`src/rtl/core/mfd_pkg.sv`:
```
// shared widths, marker codes, frame positions and types of the joint deframer
package mfd_pkg;

  localparam int ByteW = 8;
  localparam int PosW  = 6;
  localparam int SlotW = 3;
  localparam int RawW  = 15;
  localparam int DegW  = 20;

  // section marker bytes
  localparam logic signed [ByteW-1:0] MarkByteA = 8'sh80;  // -128
  localparam logic signed [ByteW-1:0] MarkByteB = 8'sh81;  // -127
  localparam logic signed [ByteW-1:0] MarkByteC = 8'sh82;  // -126

  // frame positions set by the markers
  localparam logic [PosW-1:0] MarkPosA = 6'd1;
  localparam logic [PosW-1:0] MarkPosB = 6'd17;
  localparam logic [PosW-1:0] MarkPosC = 6'd33;

  // positions that close a joint pair or the button pair
  localparam logic [PosW-1:0] JointFirstPos = 6'd34;
  localparam logic [PosW-1:0] JointLastPos  = 6'd44;
  localparam logic [PosW-1:0] ButtonPos     = 6'd46;

  // slot numbering
  localparam logic [PosW-2:0]  JointSlotBase = 5'd17;
  localparam logic [SlotW-1:0] ButtonSlot    = 3'd6;

  // one raw count is 45/256 degree
  localparam logic signed [DegW-1:0] DegPerCount = 20'sd45;

  // decoded pair handed from the frame tracker to the result stage
  typedef struct packed {
    logic                   emit;
    logic                   joint;
    logic [SlotW-1:0]       slot;
    logic signed [RawW-1:0] raw_value;
  } mfd_pair_t;

endpackage

```
`src/rtl/core/mfd_rx_if.sv`:
```
// byte channel from the serial link
interface mfd_rx_if;
  import mfd_pkg::*;

  logic                    valid;
  logic                    ready;
  logic signed [ByteW-1:0] rx_byte;

  modport source (output valid, output rx_byte, input ready);
  modport sink (input valid, input rx_byte, output ready);
endinterface

```
`src/rtl/core/mfd_res_if.sv`:
```
// result channel carrying joint angles and the button word
interface mfd_res_if;
  import mfd_pkg::*;

  logic                   valid;
  logic                   ready;
  logic [SlotW-1:0]       slot;
  logic signed [RawW-1:0] raw_value;
  logic signed [DegW-1:0] degrees_q8;

  modport source (output valid, output slot, output raw_value, output degrees_q8,
                  input ready);
  modport sink (input valid, input slot, input raw_value, input degrees_q8,
                output ready);
endinterface

```
`src/rtl/core/mfd_frame_tracker.sv`:
```
// frame position and previous byte state, pair decode per received byte
module mfd_frame_tracker #(
  parameter int unsigned FRAME_LAST_POSITION = 51
) (
  input  logic                             clk_i,
  input  logic                             rst_ni,
  input  logic                             accept_i,
  input  logic signed [mfd_pkg::ByteW-1:0] rx_byte_i,
  output mfd_pkg::mfd_pair_t               pair_o,
  output logic [mfd_pkg::PosW-1:0]         pos_o
);
  import mfd_pkg::*;

  localparam logic [PosW-1:0] LastPos = PosW'(FRAME_LAST_POSITION);

  logic [PosW-1:0]         pos_q, pos_d;
  logic signed [ByteW-1:0] prev_q, prev_d;
  logic                    is_marker;
  logic [PosW-1:0]         mark_pos;
  logic                    is_joint;
  logic                    is_button;
  logic [PosW-2:0]         half_pos;

  // marker decode
  always_comb begin
    is_marker = 1'b1;
    mark_pos  = MarkPosA;
    unique case (rx_byte_i)
      MarkByteA: mark_pos = MarkPosA;
      MarkByteB: mark_pos = MarkPosB;
      MarkByteC: mark_pos = MarkPosC;
      default: begin
        is_marker = 1'b0;
        mark_pos  = MarkPosA;
      end
    endcase
  end

  // position class of the current byte
  assign is_joint  = (pos_q >= JointFirstPos) && (pos_q <= JointLastPos) && !pos_q[0];
  assign is_button = (pos_q == ButtonPos);
  assign half_pos  = pos_q[PosW-1:1] - JointSlotBase;

  // pair decode: 64*hi + lo
  always_comb begin
    pair_o.emit      = accept_i && !is_marker && (is_joint || is_button);
    pair_o.joint     = is_joint;
    pair_o.slot      = is_joint ? half_pos[SlotW-1:0] : ButtonSlot;
    pair_o.raw_value = {prev_q[ByteW-1], prev_q, 6'b0}
                     + {{(RawW-ByteW){rx_byte_i[ByteW-1]}}, rx_byte_i};
  end

  // next state
  always_comb begin
    pos_d  = pos_q;
    prev_d = prev_q;
    if (accept_i) begin
      if (is_marker) begin
        pos_d = mark_pos;
      end else begin
        prev_d = rx_byte_i;
        pos_d  = (pos_q >= LastPos) ? '0 : pos_q + 1'b1;
      end
    end
  end

  always_ff @(posedge clk_i or negedge rst_ni) begin
    if (!rst_ni) begin
      pos_q  <= '0;
      prev_q <= '0;
    end else begin
      pos_q  <= pos_d;
      prev_q <= prev_d;
    end
  end

  assign pos_o = pos_q;

endmodule

```
`src/rtl/core/mfd_result_stage.sv`:
```
// degree scaling and the result register with its handshake
module mfd_result_stage (
  input  logic               clk_i,
  input  logic               rst_ni,
  input  mfd_pkg::mfd_pair_t pair_i,
  output logic               take_o,
  mfd_res_if.source          res_o
);
  import mfd_pkg::*;

  logic                   valid_q, valid_d;
  logic [SlotW-1:0]       slot_q;
  logic signed [RawW-1:0] raw_q;
  logic signed [DegW-1:0] deg_q, deg_d;
  logic signed [DegW-1:0] raw_ext;

  // register can take a new result when empty or being drained
  assign take_o = !valid_q || res_o.ready;

  // raw count times 45, button word carries zero
  assign raw_ext = {{(DegW-RawW){pair_i.raw_value[RawW-1]}}, pair_i.raw_value};
  assign deg_d   = pair_i.joint ? raw_ext * DegPerCount : '0;

  assign valid_d = take_o ? pair_i.emit : valid_q;

  always_ff @(posedge clk_i or negedge rst_ni) begin
    if (!rst_ni) begin
      valid_q <= 1'b0;
    end else begin
      valid_q <= valid_d;
    end
  end

  // payload loads only with a new result
  always_ff @(posedge clk_i) begin
    if (take_o && pair_i.emit) begin
      slot_q <= pair_i.slot;
      raw_q  <= pair_i.raw_value;
      deg_q  <= deg_d;
    end
  end

  assign res_o.valid      = valid_q;
  assign res_o.slot       = slot_q;
  assign res_o.raw_value  = raw_q;
  assign res_o.degrees_q8 = deg_q;

endmodule

```
`src/rtl/core/marker_framed_joint_deframer.sv`:
```
// top level of the marker framed joint deframer
//
// Takes one signed link byte per transaction and can accept a byte in every
// clock cycle unless its output register is full and not drained. Marker bytes
// -128, -127 and -126 set the frame position to 1, 17 or 33 and produce nothing.
// Any other byte joins the previously stored byte as 64*hi+lo; at even positions
// 34 to 44 this gives joint slots 0 to 5 with degrees_q8 = raw*45, at position 46
// the button word on slot 6 with degrees_q8 = 0. A result appears in the cycle
// after its byte is accepted, from a single output register; the byte input stays
// ready as long as that register is empty or is being drained in the same cycle.
module marker_framed_joint_deframer #(
  parameter int unsigned FRAME_LAST_POSITION = 51
) (
  input  logic      clk_i,
  input  logic      rst_ni,
  mfd_rx_if.sink    rx_i,
  mfd_res_if.source res_o
);
  import mfd_pkg::*;

  mfd_pair_t       pair;
  logic            take;
  logic            accept;
  logic [PosW-1:0] pos;

  assign rx_i.ready = take;
  assign accept     = rx_i.valid && take;

  mfd_frame_tracker #(
    .FRAME_LAST_POSITION(FRAME_LAST_POSITION)
  ) u_tracker (
    .clk_i     (clk_i),
    .rst_ni    (rst_ni),
    .accept_i  (accept),
    .rx_byte_i (rx_i.rx_byte),
    .pair_o    (pair),
    .pos_o     (pos)
  );

  mfd_result_stage u_result (
    .clk_i  (clk_i),
    .rst_ni (rst_ni),
    .pair_i (pair),
    .take_o (take),
    .res_o  (res_o)
  );

`ifndef SYNTH
  // an accepted marker lands on one of the section starts
  a_marker_pos: assert property (@(posedge clk_i) disable iff (!rst_ni)
    accept && (rx_i.rx_byte == MarkByteA || rx_i.rx_byte == MarkByteB
               || rx_i.rx_byte == MarkByteC)
    |=> (pos == MarkPosA || pos == MarkPosB || pos == MarkPosC))
    else $error("marker did not set a section start");

  // position never runs past the frame end
  a_pos_range: assert property (@(posedge clk_i) disable iff (!rst_ni)
    pos <= PosW'(FRAME_LAST_POSITION))
    else $error("frame position beyond frame end");

  // button word carries no angle
  a_button_deg: assert property (@(posedge clk_i) disable iff (!rst_ni)
    res_o.valid && res_o.slot == ButtonSlot |-> res_o.degrees_q8 == '0)
    else $error("button word with nonzero degrees");

  // joint angle is the raw count scaled by 45
  a_joint_deg: assert property (@(posedge clk_i) disable iff (!rst_ni)
    res_o.valid && res_o.slot != ButtonSlot
    |-> res_o.degrees_q8
        == {{(DegW-RawW){res_o.raw_value[RawW-1]}}, res_o.raw_value} * DegPerCount)
    else $error("joint degrees do not match raw count");
`endif

endmodule
```
`src/flat_wrapper.sv`:
```
// flat-port wrapper written by rule: the top's interface ports become plain ports
module marker_framed_joint_deframer_flat import mfd_pkg::*;
#(
  parameter int unsigned FRAME_LAST_POSITION = 51
)
  (clk_i, rst_ni, rx_i_valid, rx_i_rx_byte, rx_i_ready, res_o_valid, res_o_slot, res_o_raw_value, res_o_degrees_q8, res_o_ready);
  mfd_rx_if rx_i_i ();
  mfd_res_if res_o_i ();
  input  logic clk_i;
  input  logic rst_ni;
  input wire logic [$bits(rx_i_i.valid)-1:0] rx_i_valid;
  input wire logic [$bits(rx_i_i.rx_byte)-1:0] rx_i_rx_byte;
  output wire logic [$bits(rx_i_i.ready)-1:0] rx_i_ready;
  output wire logic [$bits(res_o_i.valid)-1:0] res_o_valid;
  output wire logic [$bits(res_o_i.slot)-1:0] res_o_slot;
  output wire logic [$bits(res_o_i.raw_value)-1:0] res_o_raw_value;
  output wire logic [$bits(res_o_i.degrees_q8)-1:0] res_o_degrees_q8;
  input wire logic [$bits(res_o_i.ready)-1:0] res_o_ready;
  assign rx_i_i.valid = rx_i_valid;
  assign rx_i_i.rx_byte = rx_i_rx_byte;
  assign rx_i_ready = rx_i_i.ready;
  assign res_o_valid = res_o_i.valid;
  assign res_o_slot = res_o_i.slot;
  assign res_o_raw_value = res_o_i.raw_value;
  assign res_o_degrees_q8 = res_o_i.degrees_q8;
  assign res_o_i.ready = res_o_ready;
  marker_framed_joint_deframer #(.FRAME_LAST_POSITION(FRAME_LAST_POSITION)) u_core (.clk_i(clk_i), .rst_ni(rst_ni), .rx_i(rx_i_i), .res_o(res_o_i));
endmodule
```
`config.mk`:
```
export PLATFORM = sky130hd
export DESIGN_NAME = marker_framed_joint_deframer_flat
export DESIGN_NICKNAME = d
export VERILOG_FILES = /design/src/rtl/core/mfd_pkg.sv /design/src/rtl/core/mfd_rx_if.sv /design/src/rtl/core/mfd_res_if.sv /design/src/rtl/core/mfd_frame_tracker.sv /design/src/rtl/core/mfd_result_stage.sv /design/src/rtl/core/marker_framed_joint_deframer.sv /design/src/flat_wrapper.sv
export SDC_FILE = /design/constraint.sdc
export NUM_CORES = 1
export LEC_CHECK = 0
export BUFFER_PORTS_ARGS = -buffer_cell sky130_fd_sc_hd__buf_4
export CORE_MARGIN = 8
export CORE_UTILIZATION = 50
export CTS_CLUSTER_DIAMETER = 100
export CTS_CLUSTER_SIZE = 16
export DETAILED_ROUTE_END_ITERATION = 7
export PLACE_DENSITY_LB_ADDON = 0.1
export SLEW_MARGIN = 20
export SYNTH_ARGS = -nofsm -noshare
export SYNTH_HDL_FRONTEND = slang
export SYNTH_SLANG_ARGS = --single-unit
```
`constraint.sdc`:
```
create_clock -name clk_i -period 7.8 [get_ports clk_i]
set_input_delay 1.56 -clock clk_i [delete_from_list [all_inputs] [get_ports clk_i]]
set_output_delay 1.56 -clock clk_i [all_outputs]
set_load 0.02 [all_outputs]
```
==> summary.md, run 1 <==
| Metric | Value |
|---|---|
| Dpl ws | 0.436 ns |
| Clk_lat worst skew | 0.31 ns |
| Largest fanout on the critical path | 8 |
| Io pins | 52 |
| Setup crit start | rx_i_rx_byte[6] |
| Met3 wire length | 440 um |
| Prevailing post-synth register cell | edfxtp_1 |
| Global-route wire length before repair | around 16000 um |
| CTS Buffer Depth | 2 |
| Hold buffer count at cts | 0 |
| Pre-Repair DR Iteration Count | 4 |
| Core ar. | between 8000 and 9000 um2 |
| Yosys reg bits | between 50 and 60 |
| H-tree Lvls | 2 |
| Resized cells post-CTS | 0 |
| Status | finished clean |
| Top cell type's share of synthesized area | between 20% and 30% |
| WL met1 | approximately 4500 um |
| IO buf count | roughly 50 |
| Placed wire-length estimate | 7470 um |
| Skew final | 0.00645 ns |
| Final setup viols | 0 |
| Unrepaired setup endpoints after global routing | false |
| Clock Pin Slew Worst Setup and Hold Paths | between 0.1 and 0.15 ns |
| Synthesized instance count | 434 |
| Post-route setup TNS | 0 ns |
| Via count | around 3300 |
| DR WL met2 | between 4000 and 5000 um |
| Syn Nets | approximately 540 |
| Remaining Overflow, GRT | 0 |
| Vias in the first global route | 3387 |
| Final hold violation count | 0 |
| Syn Area/Cell | between 10 and 15 um2 |
| Element type at the critical path start | primary input |
| CP required | between 7 and 8 ns |
| Util after Layout | about three fifths |
| Ys async rst share | between 20% and 30% |
| Synth top area cells | edfxtp_1 (26%), ha_1 (19%), fa_1 (12%) |
| Die ar. | ~12000 um2 |
| ANT cells | 0 |
| HP Start | u_core.u_tracker.prev_q[6]$_DFFE_PN0P_ |
| Antenna violations before repair | 0 |
| Arrival time at the worst endpoint | approximately 7.2 ns |
| Nets | between 500 and 600 |
| Largest net degree at the start of global routing | 30 |
| Synth Warn # | 0 |
| Layout cell share with drive strength beyond 1 | 13.7% |
| Gpl congestion | about 0.86 |
| Final period util | 90.5% |
| DRC errors left | 0 |
| Netlist cell types | 55 |
| Post-DRT Antenna Nets | 0 |
| Wire per inst | approximately 16 um |
| Worst-margin pin slew | ~0.73 ns |
| Final WL | 9500 um |
| Initial DRC Count | 221 |
| CP endpoint kind | register |
| Final worst path period need | 7.06 ns |
| # rows | 34 |
| Die H | 110 um |
| Setup Fix Bufs, Post-CTS | 0 |
| Max Used Layer | met4 |
| Max-slew violations | 0 |
| Number of flops mapped to enable cells by yosys | 38 |
| Gr usage total | about 16% |
| CTS tree | yes |
| FMAX | about 140 MHz |
| Max-cap viol count | 0 |
| Sink Count | 53 |
| Synth area leader | edfxtp_1 |
| Max-slew headroom | approximately half |
| Number of vias per cell | ~5.5 |
| Area grow syn2layout | 13.5% |
| Die Wd | between 100 and 150 um |
| Post-synthesis sequential area ratio | between 30% and 40% |
| Final worst slack | around 0.74 ns |
| Worst hold path class | register to register |
| Cell area after synthesis | about 4500 um2 |
| TritonCTS buffer count | 5 |
| Initial Util | ~51% |
| Root cell of the clock tree | clkbuf_8 |
| Worst R2R Start | u_core.u_tracker.prev_q[0]$_DFFE_PN0P_ |
| Setup CP Type | primary input to register |
-- metrics by stage --
step	area, um2	std cells	hold WS (ns)
final	5060	598	0.495
after global routing	5060	598	0.542
after CTS	5060	598	0.507
after detailed placement	4970	590	0.481
after global placement	4970	590	0.475
after floorplan	4460	434	0.450
-- state kept, by name, summed over array words and instances, names as in the netlist --
signal and cells:
u_core.u_result.res_o.valid 1, u_core.u_result.res_o.slot 3, u_core.u_tracker.prev_q 8, u_core.u_tracker.pos_o 6
u_core.u_result.res_o.degrees_q8 20, u_core.u_result.res_o.raw_value 15
-- cells in the mapped netlist, drive strengths merged, types with 4 or more instances --
cell / instances
ha: 67
inv: 67
edfxtp: 38
nand2: 32
fa: 26
nor2: 24
o21ai: 24
a21oi: 19
dfrtp: 15
xnor2: 12
nand3: 9
a21o: 7
nand2b: 7
xor2: 7
nor3: 6
a31oi: 5
and2: 5
and3: 5
clkbuf: 4
mux2i: 4
nor2b: 4
-- cell type report --
class / instances / area (um2)
clock buffer: 6 / 72.6
clock inverter: 2 / 13.8
fill: 783 / 3620
inverter: 67 / 251
multi-input combinational: 308 / 2660
sequential: 53 / 1520
tap: 108 / 135
timing repair buffer: 54 / 405
-- logic make-up after synthesis --
family,after synthesis,share of synthesized area (%)
DFF,53,34.0
muxes,5,1.15
and+or+nand+nor,109,12.4
buffers and inverters,73,6.35
xor gates and xnor gates,19,3.73
adders and majority gates,93,30.5
AOI/OAI and AO/OA,82,11.8
-- final timing paths --
kind	slack (ns)	cells past startpoint	endpoint
min in group asynchronous	1.08	1	u_core.u_tracker.prev_q[2]$_DFFE_PN0P_
min	0.49	2	u_core.u_tracker.prev_q[6]$_DFFE_PN0P_
max	0.74	21	u_core.u_result.res_o.degrees_q8[19]$_SDFFCE_PN0P_
max reg2reg	1.71	20	u_core.u_result.res_o.degrees_q8[19]$_SDFFCE_PN0P_
min reg2reg	0.49	2	u_core.u_tracker.prev_q[6]$_DFFE_PN0P_
max in group asynchronous	6.54	1	u_core.u_tracker.prev_q[0]$_DFFE_PN0P_
-- layer usage --
metal / vias up / global-route usage, %
met5: - / 0
met4: 0 / 4.32
li1: 1609 / -
met3: 11 / 2.98
met2: 82 / 26.0
met1: 1593 / 20.8
-- worst max-delay path: stages --
cell      delay, ns
buf_4          0.12
ha_1           0.22
fa_1           0.42
a21o_1         0.21
a221oi_1       0.40
nor2b_1        0.13
o21a_1         0.30
inv_1          0.27
ha_1           0.32
ha_1           0.29
inv_1          0.06
fa_1           0.53
inv_1          0.05
fa_1           0.46
ha_1           0.43
a21oi_1        0.14
o21ai_0        0.40
a211oi_1       0.10
a211o_1        0.32
or4_1          0.40
mux2i_1        0.14
-- cells in the final DEF (no fill, tap or decap), types with 2 or more instances in the layout --
master,Yosys,final
inv_1,67,67
ha_1,67,67
buf_4,0,54
edfxtp_1,38,38
nand2_1,31,31
fa_1,26,26
nor2_1,23,23
o21ai_0,23,23
a21oi_1,19,19
dfrtp_1,15,15
xnor2_1,12,12
nand3_1,9,9
xor2_1,7,7
nand2b_1,7,7
a21o_1,7,7
nor3_1,6,6
and2_1,5,5
and3_1,5,5
a31oi_1,5,5
clkbuf_8,0,5
nor2b_1,4,4
mux2i_1,4,4
o211ai_1,3,3
o31ai_1,3,3
nand4_1,3,3
a211oi_1,3,3
nor4_2,1,2
or4_1,2,2
o311a_1,2,2
or2_1,2,2
nor3b_1,2,2
a21boi_0,2,2
a211o_1,2,2
a32oi_1,2,2
Power of run 1 is not shown: default switching activity piles up to over one toggle a cycle in this logic, so the estimate is an artifact.
==> run 2, diff against run 1 <==
- PLACE_DENSITY: unset -> 0.81
- PLACE_DENSITY_LB_ADDON: 0.1 -> unset
==> summary.md, run 2 (synthesis gave the netlist of run 1 again) <==
| Metric | Value |
|---|---|
| Final setup viols | 0 (unchanged) |
| Number of flip-flops in the largest register | 20 (unchanged) |
| Placed wire-length estimate | 7170 um (-4.1%) |
| Gr usage total | 14.8% (-1.0 points) |
| Hold buffer count at cts | 0 (unchanged) |
| Sink Count | 53 (unchanged) |
| Element type at the critical path start | primary input |
| Wire per inst | 15.1 um (-4.6%) |
| Layout cell share with drive strength beyond 1 | 14.1% (+0.38 points) |
| Die Wd | 110 um (unchanged) |
| Resized cells post-CTS | 0 (unchanged) |
| Clock Pin Slew Worst Setup and Hold Paths | 0.10 ns (about the same) |
| Cell family with most CP delay | adder cells |
| Initial DRC Count | 124 (-44%) |
| Tightest hold margin | 0.490 ns (-0.00415 ns) |
| Skew final | 0.00700 ns (+0.000558 ns) |
| Root cell of the clock tree | clkbuf_8 |
| Final worst path period need | 7.05 ns (-0.00965 ns) |
| Largest fanout on the critical path | 8 (unchanged) |
| # rows | 34 (unchanged) |
| CTS Buffer Depth | 2 (unchanged) |
| Post-DRT Antenna Nets | 0 (unchanged) |
| CTS tree | yes |
| Worst hold path class | register to register |
| Remaining Overflow, GRT | 0 (unchanged) |
| Setup CP Type | primary input to register |
| Via count | 3246 (-1.5%) |
| DRC errors left | 0 (unchanged) |
| Post-route setup TNS | 0 ns (unchanged) |
| Vias in the first global route | 3349 (-1.1%) |
| TritonCTS buffer count | 5 (unchanged) |
| Final WL | 9070 um (-4.5%) |
| Die H | 110 um (unchanged) |
| Most used cell, CP | ha_1 |
| Max-slew violations | 0 (unchanged) |
| Die ar. | 12200 um2 (unchanged) |
| Dpl ws | 0.510 ns (+0.0732 ns) |
| Max-slew headroom | 53.9% (+2.9 points) |
| CP endpoint kind | register |
| Util after Layout | 58.9% (+0.58 points) |
| Critical path cell sequence | buf_4, ha_1, fa_1, a21o_1, a221oi_1, nor2b_1, o21a_1, inv_1, ha_1, ha_1, inv_1, fa_1, inv_1, fa_1, ha_1, a21oi_1, o21ai_0, a211oi_1, a211o_1, or4_1, mux2i_1 |
| Max-cap viol count | 0 (unchanged) |
| Commonest cells after routing, fill and taps aside | inv_1 (67), ha_1 (67), buf_4 (55), edfxtp_1 (38), nand2_1 (31) |
| Number of vias per cell | 5.42 (-1.7%) |
| Unrepaired setup endpoints after global routing | false |
| IO buf count | 51 (unchanged) |
| H-tree Lvls | 2 (unchanged) |
| Status | finished clean |
| Antenna violations before repair | 0 (unchanged) |
| Nets | 595 (+0.17%) |
| Initial Util | 51.3% (unchanged) |
| Largest net degree at the start of global routing | 39 (+30%) |
| Core ar. | 8680 um2 (unchanged) |
| Global-route wire length before repair | 15400 um (-5.8%) |
| Worst path max stage delay | 0.52 ns (about the same) |
| Pre-Repair DR Iteration Count | 4 (unchanged) |
| Final hold violation count | 0 (unchanged) |
| Area grow syn2layout | 14.6% |
| Final worst slack | 0.752 ns (+0.00965 ns) |
| CP required | 7.97 ns (about the same) |
| Clk_lat worst skew | 0.32 ns (about the same) |
| Arrival time at the worst endpoint | 7.22 ns (about the same) |
| Critical path's slowest cell | fa_1 |
| ANT cells | 0 (unchanged) |
| Worst-margin pin slew | 0.685 ns (-0.0444 ns) |
| Number of buffers and inverters on the critical path | 4 (unchanged) |
| Io pins | 52 (unchanged) |
| Final period util | 90.4% (-0.12 points) |
| FMAX | 142 MHz (+0.14%) |
| Gpl congestion | 0.813 (-5.9%) |
| Setup Fix Bufs, Post-CTS | 0 (unchanged) |
-- run 2: per-layer routing --
metal  up-vias  routed length [um]  global-route usage (%)
met5         -                   0                       0
met4         0                 180                    4.86
met3        17                 309                    2.92
met2        74                4690                    27.3
met1      1537                3900                    16.6
li1       1618                   -                       -
-- run 2: final cells by class --
type / count / area (um2)
fill: 737 / 3570
clock inverter: 2 / 35.0
tap: 108 / 135
timing repair buffer: 55 / 413
sequential: 53 / 1520
inverter: 67 / 251
clock buffer: 6 / 93.8
multi-input combinational: 308 / 2660
-- run 2: metrics by stage --
| step | cell area (um2) | cells |
|---|---|---|
| after floorplan | 4460 | 434 |
| after global placement | 4980 | 591 |
| after detailed placement | 4980 | 591 |
| after CTS | 5110 | 599 |
| after global routing | 5110 | 599 |
| final | 5110 | 599 |
-- run 2: path summary, 6_finish.rpt --
| path | to | slack (ns) | cells past startpoint | from |
|---|---|---|---|---|
| worst max-delay path | u_core.u_result.res_o.degrees_q8[19]$_SDFFCE_PN0P_ | 0.75 | 21 | rx_i_rx_byte[6] |
| worst min-delay path | u_core.u_tracker.prev_q[6]$_DFFE_PN0P_ | 0.49 | 2 | u_core.u_tracker.prev_q[6]$_DFFE_PN0P_ |
| worst max register to register | u_core.u_result.res_o.degrees_q8[19]$_SDFFCE_PN0P_ | 1.72 | 20 | u_core.u_tracker.prev_q[0]$_DFFE_PN0P_ |
| worst min register to register | u_core.u_tracker.prev_q[6]$_DFFE_PN0P_ | 0.49 | 2 | u_core.u_tracker.prev_q[6]$_DFFE_PN0P_ |
| max in group asynchronous | u_core.u_tracker.pos_o[4]$_DFFE_PN0P_ | 6.55 | 1 | rst_ni |
| min in group asynchronous | u_core.u_tracker.pos_o[1]$_DFFE_PN0P_ | 1.07 | 1 | rst_ni |
-- run 2: worst register-to-register path: cells and delay by family, from the launching register on --
family,cells,cell delay (ns)
fa+ha+maj,7,2.61
flops,1,0.40
simple gates,2,0.52
compound gates,7,1.88
mux,1,0.14
buf+inv,3,0.35
Power of run 2 is left out for the same reason.
